### src/cidrmp_pkg.sv
`timescale 1ns / 1ps

package cidrmp_pkg;

  // fixed field widths of the stream payload
  localparam int CID_W  = 16;
  localparam int CODE_W = 21;

  // defaults for the table geometry
  localparam int DEF_CID_BITS  = 16;
  localparam int DEF_CODE_BITS = 21;

  // request kinds carried in the input tuser
  typedef enum logic [1:0] {
    REQ_TEXT  = 2'd0,
    REQ_WRITE = 2'd1,
    REQ_CLEAR = 2'd2
  } req_t;

  // decoder view of the current text byte
  typedef struct packed {
    logic             cid_vld;
    logic [CID_W-1:0] cid;
  } dec_res_t;

  // request from the control fsm to the byte emitter
  typedef struct packed {
    logic              load;
    logic              end_only;
    logic              last;
    logic [CODE_W-1:0] code;
  } emit_req_t;

endpackage

### src/cidrmp_decode.sv
`timescale 1ns / 1ps

module cidrmp_decode import cidrmp_pkg::*; (
  input  logic     clk,
  input  logic     rst_n,
  input  logic     step,
  input  logic [7:0] text_byte,
  input  logic     text_last,
  output dec_res_t res
);

  logic [1:0]  rem_r, rem_nxt;
  logic [15:0] part_r, part_nxt;
  logic [7:0]  held_r, held_nxt;
  logic        hv_r, hv_nxt;
  logic        have_raw;
  logic [7:0]  raw;

  function automatic logic [7:0] to_raw(input logic [15:0] cp);
    return (cp[15:8] == 8'd0) ? cp[7:0] : 8'd0;
  endfunction

  always_comb begin
    rem_nxt  = rem_r;
    part_nxt = part_r;
    held_nxt = held_r;
    hv_nxt   = hv_r;
    have_raw = 1'b0;
    raw      = 8'd0;

    if (rem_r == 2'd1 || rem_r == 2'd2) begin
      // continuation byte, taken unchecked
      if (rem_r == 2'd2) begin
        part_nxt = part_r | {4'd0, text_byte[5:0], 6'd0};
      end else begin
        part_nxt = part_r | {10'd0, text_byte[5:0]};
      end
      rem_nxt = rem_r - 2'd1;
      if (rem_r == 2'd1) begin
        have_raw = 1'b1;
        raw      = to_raw(part_nxt);
      end
    end else begin
      rem_nxt = 2'd0;
      priority if (!text_byte[7]) begin
        have_raw = 1'b1;
        raw      = text_byte;
      end else if (text_byte[7:5] == 3'b110) begin
        part_nxt = {5'd0, text_byte[4:0], 6'd0};
        rem_nxt  = 2'd1;
      end else if (text_byte[7:4] == 4'b1110) begin
        part_nxt = {text_byte[3:0], 12'd0};
        rem_nxt  = 2'd2;
      end else begin
        have_raw = 1'b1;
        raw      = text_byte;
      end
    end

    // truncated sequence at end of text: missing bits are zero
    if (text_last && rem_nxt != 2'd0) begin
      have_raw = 1'b1;
      raw      = to_raw(part_nxt);
      rem_nxt  = 2'd0;
    end

    if (have_raw) begin
      if (hv_r) begin
        hv_nxt = 1'b0;
      end else begin
        held_nxt = raw;
        hv_nxt   = 1'b1;
      end
    end

    if (text_last) begin
      rem_nxt  = 2'd0;
      part_nxt = 16'd0;
      held_nxt = 8'd0;
      hv_nxt   = 1'b0;
    end
  end

  assign res.cid_vld = have_raw && hv_r;
  assign res.cid     = {held_r, raw};

  always_ff @(posedge clk) begin
    if (!rst_n) begin
      rem_r  <= 2'd0;
      part_r <= 16'd0;
      held_r <= 8'd0;
      hv_r   <= 1'b0;
    end else if (step) begin
      rem_r  <= rem_nxt;
      part_r <= part_nxt;
      held_r <= held_nxt;
      hv_r   <= hv_nxt;
    end
  end

endmodule

### config.mk
export PLATFORM = sky130hd
export DESIGN_NAME = cidrmp_decode
export DESIGN_NICKNAME = d
export VERILOG_FILES = /design/src/cidrmp_pkg.sv /design/src/cidrmp_decode.sv
export SDC_FILE = /design/constraint.sdc
export NUM_CORES = 1
export LEC_CHECK = 0
export ABC_AREA = 1
export BUFFER_PORTS_ARGS = -buffer_cell sky130_fd_sc_hd__buf_2
export CAP_MARGIN = 10
export CORE_MARGIN = 3
export CORE_UTILIZATION = 55
export DETAILED_ROUTE_END_ITERATION = 10
export PLACE_DENSITY = 0.78
export SLEW_MARGIN = 20
export SYNTH_ARGS = -nofsm -noshare
export SYNTH_HDL_FRONTEND = slang
export SYNTH_SLANG_ARGS = --single-unit
### constraint.sdc
create_clock -name clk -period 6.3 [get_ports clk]
set_input_delay 1.89 -clock clk [delete_from_list [all_inputs] [get_ports clk]]
set_output_delay 1.89 -clock clk [all_outputs]
set_load 0.02 [all_outputs]
==> flow_metrics.py <==
metrics = {
    "synthesis": {
        "ys_ff_latch": 27,
        "syn-num-nets": 320,
        "yosys_most_used_dff": "dfxtp_1",
        "syn_inst": 306,
        "synth_area_sq_mm": 0.00181,
        "ys_seq_area_frac": 0.299,
        "yosysWarnings": 0,
        "yosys.cell_types.count": 30,
        "synth_edf_count": 0,
        "async_flop_share": 0,
        "avgSynthCellArea_sq_um": 5.91,
    },
    "finish": {
        "final_layout_size_suffix_gt1_frac": 0.146,
        "finalNonFillerCells": 373,
        "layout.cells.most_common": "nand2_1",
        "num-fill-cells": 326,
        "n_antenna_cell": 0,
        "nets": 344,
        "final_core_util": 0.644,
        "final_cell_mix": "114 x nand2_1, 36 x a21oi_1, 28 x buf_2",
        "syn2layout_area_growth_pct": 10.5,
    },
    "cts": {
        "cts_buffer_depth": 2,
        "cts_made_buffers": 3,
        "clkSinkCount": 27,
        "clkTransAtPathRegs_ns": 0.14,
        "cts_resized": 0,
        "ctsRootBufferMaster": "clkbuf_4",
        "clkLatencyLatePin_ns": 0.33,
        "post-cts-setup-buffer-count": 0,
        "htree_num_levels": 1,
        "cts-hold-fix-buffers": 0,
        "tritoncts": "yes",
    },
    "placed_design": {
        "dp.cells": 369,
        "io_buffer_count": 28,
        "hpwl_um": 3450,
        "gp_congestion": 0.944,
    },
    "worst_setup_path": {
        "slowest_stage": "nand2_2",
        "cp.required_ns": 4.41,
        "crit_fanout": 17,
        "cp_cell_sequence": "buf_2 -> nand2_2 -> a21oi_4 -> nand2_2 -> nand2_1 -> nand2_1 -> inv_2 -> nand2_1 -> nor2_4 -> nand3_1 -> a21boi_1 -> buf_2",
        "cp-start-kind": "input pin",
        "r2r_setup_slack_ns": 3.47,
        "r2r-end": "held_r[7]$_SDFFE_PN0P_",
        "critPathKind": "input pin to primary output",
        "cp_num_buf_inv": 3,
        "critPathTopFamily": "simple AND/OR/NAND/NOR gates",
        "crit_start": "text_byte[7]",
        "crit_top_cell": "nand2_1",
        "arrival_ns": 3.55,
        "slowest_delay_ns": 0.24,
        "worstRegToRegCells": 10,
        "r2r_start": "rem_r[0]$_SDFFE_PN0P_",
        "end_kind": "primary output",
    },
    "floorplanning": {
        "die_area_sq_mm": 0.00401,
        "core_sq_mm": 0.00310,
        "pin_count": 29,
        "start_util": 0.583,
        "fp.dieH_um": 63.3,
        "die_x_um": 63.3,
        "row_count": 20,
    },
    "route": {
        "drtIter0Drc": 203,
        "vias": 2001,
        "routed_wl_um": 4790,
        "via_per_inst": 5.36,
        "firstDrtPassIters": 4,
        "post-route-drc-count": 0,
        "wl_per_cell_um": 12.8,
        "drt.antenna.violating_nets": 0,
    },
    "grt": {
        "overflow": 0,
        "grt_use_total": 0.257,
        "antenna_found_initial": 0,
        "grt_pass1_vias": 1807,
        "grt_pass1_wl_um": 8420,
        "grt_max_degree": 28,
    },
    "timing": {
        "finalHoldViolCount": 0,
        "rsz0062_at_grt": "no",
        "fin_skew_ns": 0.00486,
        "worst_pin_slew_ns": 0.752,
        "finalCritPeriodShare": 0.863,
        "whs_ns": 0.472,
        "finalSetupTns_ns": 0,
        "min_period_ns": 5.44,
        "fmax_mhz": 184,
        "slew_viol_final": 0,
        "setup_viol": 0,
        "maxSlewHeadroom": 0.495,
    },
    "job": {
        "drv_cap": 0,
    },
    "pwr": {
        "p_leak_nw": 0.905,
        "power.density_mw_per_mm2": 163,
        "peakVddDrop_mv": 0.0978,
    },
    "run_status": {
        "outcome": "complete, no violations",
    },
    "min_path": {
        "worstHoldStart": "held_r[4]$_SDFFE_PN0P_",
        "hp-class": "flip-flop to flip-flop",
        "hold_depth": 2,
        "hold_end": "held_r[4]$_SDFFE_PN0P_",
    },
}
-- cells in the mapped netlist (all sizes together) (3+ instances only) --
| cell | instances | area [sq um] |
|---|---|---|
| nor4 | 3 | 18.8 |
| dfxtp | 27 | 541 |
| nor2 | 26 | 123 |
| nand2 | 116 | 440 |
| clkbuf | 8 | 30.0 |
| o21ai | 14 | 70.1 |
| nor3 | 3 | 20.0 |
| nand3 | 21 | 105 |
| a21oi | 37 | 196 |
| inv | 32 | 120 |
-- metrics by stage --
step,total power [W],setup WS (ns),area (sq um)
2_1_floorplan,0.000228,1.32,1810
3_3_place_gp,0.000252,0.944,1970
3_5_place_dp,0.000252,0.871,1970
4_1_cts,0.000327,0.869,2000
5_1_grt,0.000344,0.635,2000
6_report,0.000325,0.865,2000
-- worst reg2reg max path, cell delays in order (launching register included) --
cell and delay, ns:
dfxtp_1 0.40, inv_1 0.06, ha_1 0.69, inv_2 0.28, nand2_1 0.16, nand2_1 0.12, o21ai_1 0.17, nor2_1 0.13
nor3_2 0.46, nand3_1 0.14, a21oi_1 0.14
-- metal layers --
layer	track usage	vias to the layer above	part of all wire
li1	-	1037	-
met2	0.396	59	0.46
met5	0	-	0
met3	0.0321	8	0.057
met4	0.0997	0	0.014
met1	0.362	897	0.47
-- sequential cells by signal, indices dropped and copies added (netlist names) --
register  count
held_r        8
hv_r          1
part_r       16
rem_r         2
-- worst max path at each step --
| stage | slack (ns) | endpoint | depth (start not counted) |
|---|---|---|---|
| global route | 0.64 | res[7] | 12 |
| detailed placement | 0.87 | res[7] | 12 |
| global placement | 0.94 | res[7] | 12 |
| CTS | 0.87 | res[7] | 12 |
| finish | 0.86 | res[7] | 12 |
| floorplan | 1.32 | res[7] | 10 |
-- area by class of cell --
type	instances	area (sq um)	share of cell area
Clock inverter	1	5.00	0.00250
Timing Repair Buffer	29	148	0.0739
Clock buffer	3	22.5	0.0113
Multi-Input combinational cell	236	1100	0.552
Inverter	33	124	0.0620
Sequential cell	27	541	0.271
Tap cell	44	55.1	0.0276
-- kinds of logic (layout without fill, tap and decap cells) --
kind of cell	after synthesis	after routing	share of synthesized area
and+or+nand+nor	174	174	0.410
AOI/OAI and AO/OA	60	60	0.187
buffers and inverters	43	66	0.0907
DFF	27	27	0.299
adders and majority gates	2	2	0.0138
-- where the power goes --
part           switching, W  internal, W  leakage [nW]   total, W
combinational     0.0000523    0.0000214         0.669  0.0000737
clock             0.0000518    0.0000238        0.0177  0.0000757
sequential       0.00000185     0.000174         0.218   0.000176
No activity file was read; power rests on OpenSTA's default activity.
