File: src/cidrmp_pkg.sv
`timescale 1ns / 1ps

package cidrmp_pkg;

  // fixed field widths of the stream payload
  localparam int CID_W  = 16;
  localparam int CODE_W = 21;

  // defaults for the table geometry
  localparam int DEF_CID_BITS  = 16;
  localparam int DEF_CODE_BITS = 21;

  // request kinds carried in the input tuser
  typedef enum logic [1:0] {
    REQ_TEXT  = 2'd0,
    REQ_WRITE = 2'd1,
    REQ_CLEAR = 2'd2
  } req_t;

  // decoder view of the current text byte
  typedef struct packed {
    logic             cid_vld;
    logic [CID_W-1:0] cid;
  } dec_res_t;

  // request from the control fsm to the byte emitter
  typedef struct packed {
    logic              load;
    logic              end_only;
    logic              last;
    logic [CODE_W-1:0] code;
  } emit_req_t;

endpackage

File: src/cidrmp_emit.sv
`timescale 1ns / 1ps

module cidrmp_emit import cidrmp_pkg::*; (
  input  logic      clk,
  input  logic      rst_n,
  input  emit_req_t req,
  output logic      busy,
  output logic      out_tvalid,
  input  logic      out_tready,
  output logic [7:0] out_tdata,
  output logic [1:0] out_tuser,
  output logic      out_tlast
);

  logic [7:0] enc_b [4];
  logic [1:0] enc_lastix;
  logic [CODE_W-1:0] u;

  logic [7:0] byte_r [4];
  logic [1:0] idx_r;
  logic [1:0] lastix_r;
  logic       bval_r;
  logic       tend_r;
  logic       pending_r;

  logic       otv_r;
  logic [7:0] obyte_r;
  logic       obval_r;
  logic       orun_r;
  logic       oend_r;

  logic       push;
  logic       run_end;

  // utf-8 encoder
  always_comb begin
    u = req.code;
    enc_b[0] = 8'd0;
    enc_b[1] = 8'd0;
    enc_b[2] = 8'd0;
    enc_b[3] = 8'd0;
    priority if (u < CODE_W'(32'h80)) begin
      enc_b[0]   = u[7:0];
      enc_lastix = 2'd0;
    end else if (u < CODE_W'(32'h800)) begin
      enc_b[0]   = {3'b110, u[10:6]};
      enc_b[1]   = {2'b10, u[5:0]};
      enc_lastix = 2'd1;
    end else if (u < CODE_W'(32'h10000)) begin
      enc_b[0]   = {4'b1110, u[15:12]};
      enc_b[1]   = {2'b10, u[11:6]};
      enc_b[2]   = {2'b10, u[5:0]};
      enc_lastix = 2'd2;
    end else begin
      enc_b[0]   = {5'b11110, u[20:18]};
      enc_b[1]   = {2'b10, u[17:12]};
      enc_b[2]   = {2'b10, u[11:6]};
      enc_b[3]   = {2'b10, u[5:0]};
      enc_lastix = 2'd3;
    end
  end

  assign push    = pending_r && (!otv_r || out_tready);
  assign run_end = (idx_r == lastix_r);

  always_ff @(posedge clk) begin
    if (!rst_n) begin
      pending_r <= 1'b0;
      otv_r     <= 1'b0;
    end else begin
      if (req.load) begin
        pending_r <= 1'b1;
        idx_r     <= 2'd0;
        bval_r    <= !req.end_only;
        tend_r    <= req.last;
        lastix_r  <= req.end_only ? 2'd0 : enc_lastix;
        for (int i = 0; i < 4; i++) begin
          byte_r[i] <= req.end_only ? 8'd0 : enc_b[i];
        end
      end
      if (push) begin
        otv_r   <= 1'b1;
        obyte_r <= byte_r[idx_r];
        obval_r <= bval_r;
        orun_r  <= run_end;
        oend_r  <= run_end && tend_r;
        if (run_end) begin
          pending_r <= 1'b0;
        end else begin
          idx_r <= idx_r + 2'd1;
        end
      end else if (out_tready) begin
        otv_r <= 1'b0;
      end
    end
  end

  assign busy       = pending_r;
  assign out_tvalid = otv_r;
  assign out_tdata  = obyte_r;
  assign out_tuser  = {orun_r, obval_r};
  assign out_tlast  = oend_r;

endmodule

File: config.mk
export PLATFORM = sky130hd
export DESIGN_NAME = cidrmp_emit
export DESIGN_NICKNAME = d
export VERILOG_FILES = /design/src/cidrmp_pkg.sv /design/src/cidrmp_emit.sv
export SDC_FILE = /design/constraint.sdc
export NUM_CORES = 1
export LEC_CHECK = 0
export ABC_CLOCK_PERIOD_IN_PS = 1410
export BUFFER_PORTS_ARGS = -buffer_cell sky130_fd_sc_hd__clkbuf_2
export CAP_MARGIN = 20
export CORE_MARGIN = 1
export CORE_UTILIZATION = 50
export DETAILED_ROUTE_END_ITERATION = 8
export GPL_ROUTABILITY_DRIVEN = 0
export PLACE_DENSITY = 0.85
export SKIP_LAST_GASP = 1
export SLEW_MARGIN = 0
export SYNTH_ARGS = -nofsm -noshare
export SYNTH_HDL_FRONTEND = slang
export SYNTH_SLANG_ARGS = --single-unit
File: constraint.sdc
create_clock -name clk -period 1.41 [get_ports clk]
set_input_delay 0.0705 -clock clk [delete_from_list [all_inputs] [get_ports clk]]
set_output_delay 0.0705 -clock clk [all_outputs]
set_load 0.05 [all_outputs]
==> results of run 1 <==
==> report_power, final <==
group / internal [mW] / switching, mW
sequential: 1.68 / 0.0315
clock: 0.344 / 0.443
combinational: 0.223 / 0.296
total: 2.25 / 0.771
==> timing repair <==
| item | CTS | global route |
|---|---|---|
| hold endpoints to repair | 1 | 0 |
| hold buffers | 1 | 0 |
| pin swaps | 3 | 0 |
| gates resized for setup | 1 | 0 |
| endpoints found under the setup margin | 1 | 2 |
| setup buffers | 2 | 0 |
==> metrics by stage <==
step	power, mW	hold slack (ps)	std cells
6_report	3.02	40.7	310
5_1_grt	3.13	57.4	310
4_1_cts	3.02	34.1	310
3_5_place_dp	2.24	249	299
3_3_place_gp	2.22	254	299
2_1_floorplan	2.04	169	183
==> routing by layer <==
layer	wire, um	vias to the layer above	GRT usage
met5	0	-	0
met4	172	0	0.107
met3	374	17	0.0534
met2	2620	81	0.390
met1	1950	841	0.274
li1	-	847	-
==> registers in the layout, summed over array words and instances, names as in the netlist <==
register	flops
out_tlast	1
out_tvalid	1
tend_r	1
out_tdata	8
orun_r	1
lastix_r	2
byte_r	29
busy	1
bval_r	1
idx_r	2
obval_r	1
==> worst max-delay path by stage <==
stage / startpoint / to / slack [ps]
after floorplan: idx_r[1] / idx_r[1] / -80
after global placement: req[17] / byte_r[1][5] / -120
after detailed placement: req[17] / byte_r[1][3] / -170
after CTS: idx_r[0] / idx_r[1] / -20
after global routing: idx_r[0] / idx_r[1] / -120
final: idx_r[0] / idx_r[1] / -70
==> cell usage after synthesis, types with 2 or more instances <==
master    instances  area, um2
o32ai_1           3       26.3
buf_2             3       15.0
clkbuf_1          3       11.3
a21oi_1          14       70.1
nand3_1           9       45.0
o21ai_0           3       15.0
dfxtp_1           2       40.0
buf_4             3       22.5
inv_1            12       45.0
o211ai_1          2       15.0
and2_1            3       18.8
nor2_1           11       41.3
a311oi_1          4       35.0
and3_1            8       50.1
a21boi_0          2       15.0
a31oi_1           3       18.8
edfxtp_1         46       1380
nand2_1          19       71.3
nor4_1            3       18.8
o211a_1           2       20.0
xor2_1            2       17.5
mux4_2            7        158
==> logic make-up after synthesis <==
group / share of synthesized area
buffers and inverters: 0.0451
XOR/XNOR: 0.00752
multiplexers: 0.0725
adder cells (fa/ha/maj): 0.00537
AND/OR/NAND/NOR: 0.149
flip-flops: 0.610
AO/OA/AOI/OAI: 0.110
==> layout make-up <==
type	count	area, um2	area share
sequential	48	1420	0.488
timing repair buffer	77	499	0.171
multi-input combinational	113	802	0.275
clock buffer	6	72.6	0.0249
clock inverter	2	11.3	0.00386
tap	52	65.1	0.0223
inverter	12	45.0	0.0154
==> critical path, delay by kind of cell (launching register included) <==
family / cells / cell delay, ps
buffers and inverters: 2 / 270
muxes: 1 / 260
adders and majority gates: 1 / 310
DFF: 1 / 400
==> metrics.md, run 1 <==
| Metric | Value |
|---|---|
| Status | complete, but fails checks |
| Failing checks | negative setup slack |
| Share of layout cells above drive strength 1 | 0.388 |
| Finished Cell Area | approximately 2900 um2 |
| Hold endpoint | idx_r[0] |
| Synth cell types | 41 |
| Slew @ Worst Pin | ~440 ps |
| DPL Wire Length | approximately 3.7 mm |
| VDD IR max | about 0.4 mV |
| CTS tree | done |
| Final WL | roughly 5.1 mm |
| Via Count | 1786 |
| Async set-or-reset flop fraction in the synthesized netlist | 0 |
| R2R depth | 4 |
| Post-Syn Area per Cell | roughly 13 um2 |
| Global-route usage over all layers | 0.229 |
| Clock latency on the worst-skew pair | 300 ps |
| Rel. slew slack | 0.703 |
| CP endpoint kind | flip-flop |
| Clk_skew | between 3 and 4 ps |
| Initial DRC count | 96 |
| Synth Register Bits | 48 |
| Fillers | roughly 340 |
| Reg-to-reg slack, setup | -70 ps |
| ANT nets after route | 0 |
| Fin Setup TNS | -83.9 ps |
| Layout area overhead | 25.4% |
| Post-synth EDFFs | 46 |
| Hold depth | 1 |
| Post-DP Area | between 2000 and 3000 um2 |
| Global-route wire length before repair | roughly 8.4 mm |
| Max Clk Rate | between 0.6 and 0.7 GHz |
| Gr ovfl total | 0 |
| CTS root buffer | clkbuf_8 |
| Crit path DAT | 1540 ps |
| Slowest-stage cell, CP | edfxtp_1 |
| Synthesized area | roughly 2300 um2 |
| Worst Hold Class | in2reg |
| Clock sink total | 48 |
| Die area | between 4000 and 5000 um2 |
| Syn_nets | 211 |
| CP startpoint kind | flip-flop |
| R2r startpoint | idx_r[0] |
| DR pass1 iterations | 4 |
| # diodes | 0 |
| Die W | ~70 um |
| Largest net degree at the start of global routing | 34 |
| CTS HTree Levels | 2 |
| Worst EP required | 1470 ps |
| Inserted Clock Buffers | 5 |
| Hold path start | rst_n |
| Post-route clock period utilization | 1.05 |
| Rows | 24 |
| Critical path class | reg2reg |
| P_leak | around 1.2 nW |
| Final min period | between 1000 and 1500 ps |
| Vias per cell | approximately 5.8 |
| Slowest Stage Delay on Critical Path | roughly 400 ps |
| CTS clk-pin slew, worst paths | 80 ps |
| R2r endpoint | idx_r[1] |
| Sequential element share of the synthesized area | 0.610 |
| CTS Buffer Depth | 2 |
| Max-cap violations | 0 |
| PD cells | between 1000 and 1500 nW/um2 |
| Commonest non-fill, non-tap cell in the layout | edfxtp_1 |
| DRC | 0 |
| Fin util | 0.661 |
| Final Max Tran Viols | 0 |
| Post-synth top flop | edfxtp_1 |
| Final Hold Viols | 0 |
| Worst path cell trace | buf_6, inv_1, ha_1, mux2_2 |
| Die H | between 70 and 80 um |
| Most frequent cells in the layout | 46 x edfxtp_1, 39 x clkbuf_2, 35 x buf_4, 19 x nand2_1, 14 x a21oi_1 |
| Mapped Cells | between 150 and 200 |
| Routed length per instance | between 15 and 20 um |
| Vias in the first global route | 1765 |
| Initial antenna violation count | 0 |
| Dpl ws | -174 ps |
| I/O pin cnt | 40 |
| # setup viols final | 2 |
| Starting Density | 0.527 |
| PortBufs | 39 |
| RSZ-0062 raised after global routing | yes |
| Critical-path maximum fanout | 10 |
| Nets | between 200 and 300 |
| Setup WS post-layout | -67.9 ps |
| Syn. warnings | 0 |
| Core ar. | 4410 um2 |
Power figures use the tool's default switching activity.
==> run 2, diff against run 1 <==
--- a/config.mk
+++ b/config.mk
@@ -8,13 +8,12 @@
 export ABC_CLOCK_PERIOD_IN_PS = 1410
 export BUFFER_PORTS_ARGS = -buffer_cell sky130_fd_sc_hd__clkbuf_2
 export CAP_MARGIN = 20
-export CORE_MARGIN = 1
+export CORE_MARGIN = 3
 export CORE_UTILIZATION = 50
 export DETAILED_ROUTE_END_ITERATION = 8
 export GPL_ROUTABILITY_DRIVEN = 0
 export PLACE_DENSITY = 0.85
 export SKIP_LAST_GASP = 1
-export SLEW_MARGIN = 0
 export SYNTH_ARGS = -nofsm -noshare
 export SYNTH_HDL_FRONTEND = slang
 export SYNTH_SLANG_ARGS = --single-unit
==> constraint.sdc (replaced) <==
create_clock -name clk -period 1.41 [get_ports clk]
set_input_delay 0.282 -clock clk [delete_from_list [all_inputs] [get_ports clk]]
set_output_delay 0.282 -clock clk [all_outputs]
set_load 0.05 [all_outputs]
==> run 2 against run 1 <==
  * The run still ends with negative setup slack left
  * Critical path depth decreased by 1
  * Worst hold slack better by 110 ps
  * Clock skew is 5.6 ps higher
  * Final cell count increased by 2.3%
  * Cell area grew 9.2%
  * Clock power rose by 20%
  * Core utilization grew 6.1 points
  * Die area is 12% higher
  * First-iteration DRC count up 44%
  * Critical path type unchanged
  * Highest routed layer unchanged
==> metrics.md, run 2 (same netlist as run 1, synthesis figures left out) <==
| Metric | Value |
|---|---|
| DRC | 0 |
| Commonest non-fill, non-tap cell in the layout | edfxtp_1 |
| Critical path class | reg2reg |
| CTS clk-pin slew, worst paths | around 80 ps |
| CTS HTree Levels | 2 |
| Die W | between 70 and 80 um |
| R2r endpoint | idx_r[1] |
| Status | complete, but fails checks |
| CP startpoint kind | flip-flop |
| Worst Hold Class | in2reg |
| Most frequent cells in the layout | 46 x edfxtp_1, 36 x clkbuf_2, 36 x buf_4, 16 x nand2_1, 12 x inv_1 |
| PD cells | about 1000 nW/um2 |
| Clock sink total | 48 |
| Max-cap violations | 0 |
| # setup viols final | 9 |
| Initial DRC count | 138 |
| I/O pin cnt | 40 |
| Routed length per instance | roughly 18 um |
| CTS tree | done |
| RSZ-0062 raised after global routing | yes |
| Hold slack | ~150 ps |
| Crit path DAT | 1520 ps |
| Die H | around 74 um |
| Inserted Clock Buffers | 5 |
| R2R depth | 3 |
| Rel. slew slack | 0.787 |
| P_leak | roughly 1.3 nW |
| Die area | 5510 um2 |
| Clock latency on the worst-skew pair | 300 ps |
| Final min period | roughly 1500 ps |
| CP endpoint kind | flip-flop |
| Nets | roughly 290 |
| Gr ovfl total | 0 |
| Final WL | ~5.7 mm |
| VDD IR max | roughly 0.4 mV |
| Failing checks | negative setup slack |
| Max Clk Rate | between 0.6 and 0.7 GHz |
| Starting Density | 0.527 |
| Dpl ws | -424 ps |
| Vias per cell | roughly 6 |
| R2r startpoint | idx_r[0] |
| CP endpoint | idx_r[1] |
| Final Hold Viols | 0 |
| Crit path from | idx_r[0] |
| Vias in the first global route | 1765 |
| Critical-path maximum fanout | 3 |
| # diodes | 0 |
| Largest register by flop count | byte_r |
| Setup WS post-layout | -52.5 ps |
| DPL Wire Length | 3.96 mm |
| Rows | 24 |
| CTS root buffer | clkbuf_8 |
| Worst EP required | 1470 ps |
| Reg-to-reg slack, setup | -50 ps |
| Hold buffers post-CTS | 0 |
| Slew @ Worst Pin | 318 ps |
| Initial antenna violation count | 0 |
| Global-route usage over all layers | 0.210 |
| Final Max Tran Viols | 0 |
| Core ar. | ~4400 um2 |
| Global-route wire length before repair | 8.49 mm |
| Share of layout cells above drive strength 1 | 0.487 |
| Max FFs per register | 29 |
| Layout area overhead | 36.9% |
| PortBufs | 39 |
| Post-route clock period utilization | 1.04 |
| Via Count | approximately 1900 |
| Largest net degree at the start of global routing | 34 |
| ANT nets after route | 0 |
| DR pass1 iterations | 4 |
| Clk_skew | between 8 and 9 ps |
| Hold path start | req[21] |
| CTS Buffer Depth | 2 |
## run 2: critical path: stages (launching register included)
cell	delay, ps
edfxtp_1	450
xor2_1	180
o211ai_1	230
mux2_2	360
## run 2: worst min-delay path by stage
stage | endpoint | slack (ps) | cells after the start
after global routing | tend_r | 140 | 1
final | tend_r | 150 | 1
after global placement | obval_r | 410 | 0
after detailed placement | obval_r | 410 | 0
after CTS | tend_r | 140 | 1
after floorplan | tend_r | 380 | 0
## run 2: cell type report
type	instances	area, um2
Timing Repair Buffer	84	598
Clock buffer	5	68.8
Tap cell	52	65.1
Inverter	12	45.0
Clock inverter	3	37.5
Sequential cell	48	1420
Fill cell	273	1230
Multi-Input combinational cell	113	948
## run 2: power breakdown
group	switching [mW]	total, mW	leakage [nW]	internal [mW]
clock	0.428	0.944	0.0532	0.516
combinational	0.325	0.573	0.764	0.249
sequential	0.0331	1.71	0.433	1.68
total	0.785	3.23	1.25	2.45
## run 2: metal layers
layer	share of wire	track usage	wire length [um]
met1	0.36	0.249	2040
met2	0.53	0.370	3040
met3	0.087	0.0405	495
met4	0.026	0.0949	148
met5	0	0	0
## run 2: what timing repair did
| item | in CTS | in global routing |
|---|---|---|
| setup buffers | 4 | 3 |
| pin swaps | 8 | 9 |
| cloned | 1 | 0 |
| resized for setup | 4 | 39 |
| endpoints found under the setup margin | 14 | 25 |
## run 2: stage by stage
step | total power [mW] | setup TNS [ps] | utilization | instances | area [um2]
final | 3.23 | -235 | 0.722 | 317 | 3190
after global routing | 3.35 | -641 | 0.722 | 317 | 3190
after CTS | 3.22 | -398 | 0.685 | 315 | 3020
after detailed placement | 2.26 | -8560 | 0.649 | 302 | 2860
after global placement | 2.24 | -6830 | 0.649 | 302 | 2860
after floorplan | 2.04 | -2490 | - | 183 | 2360
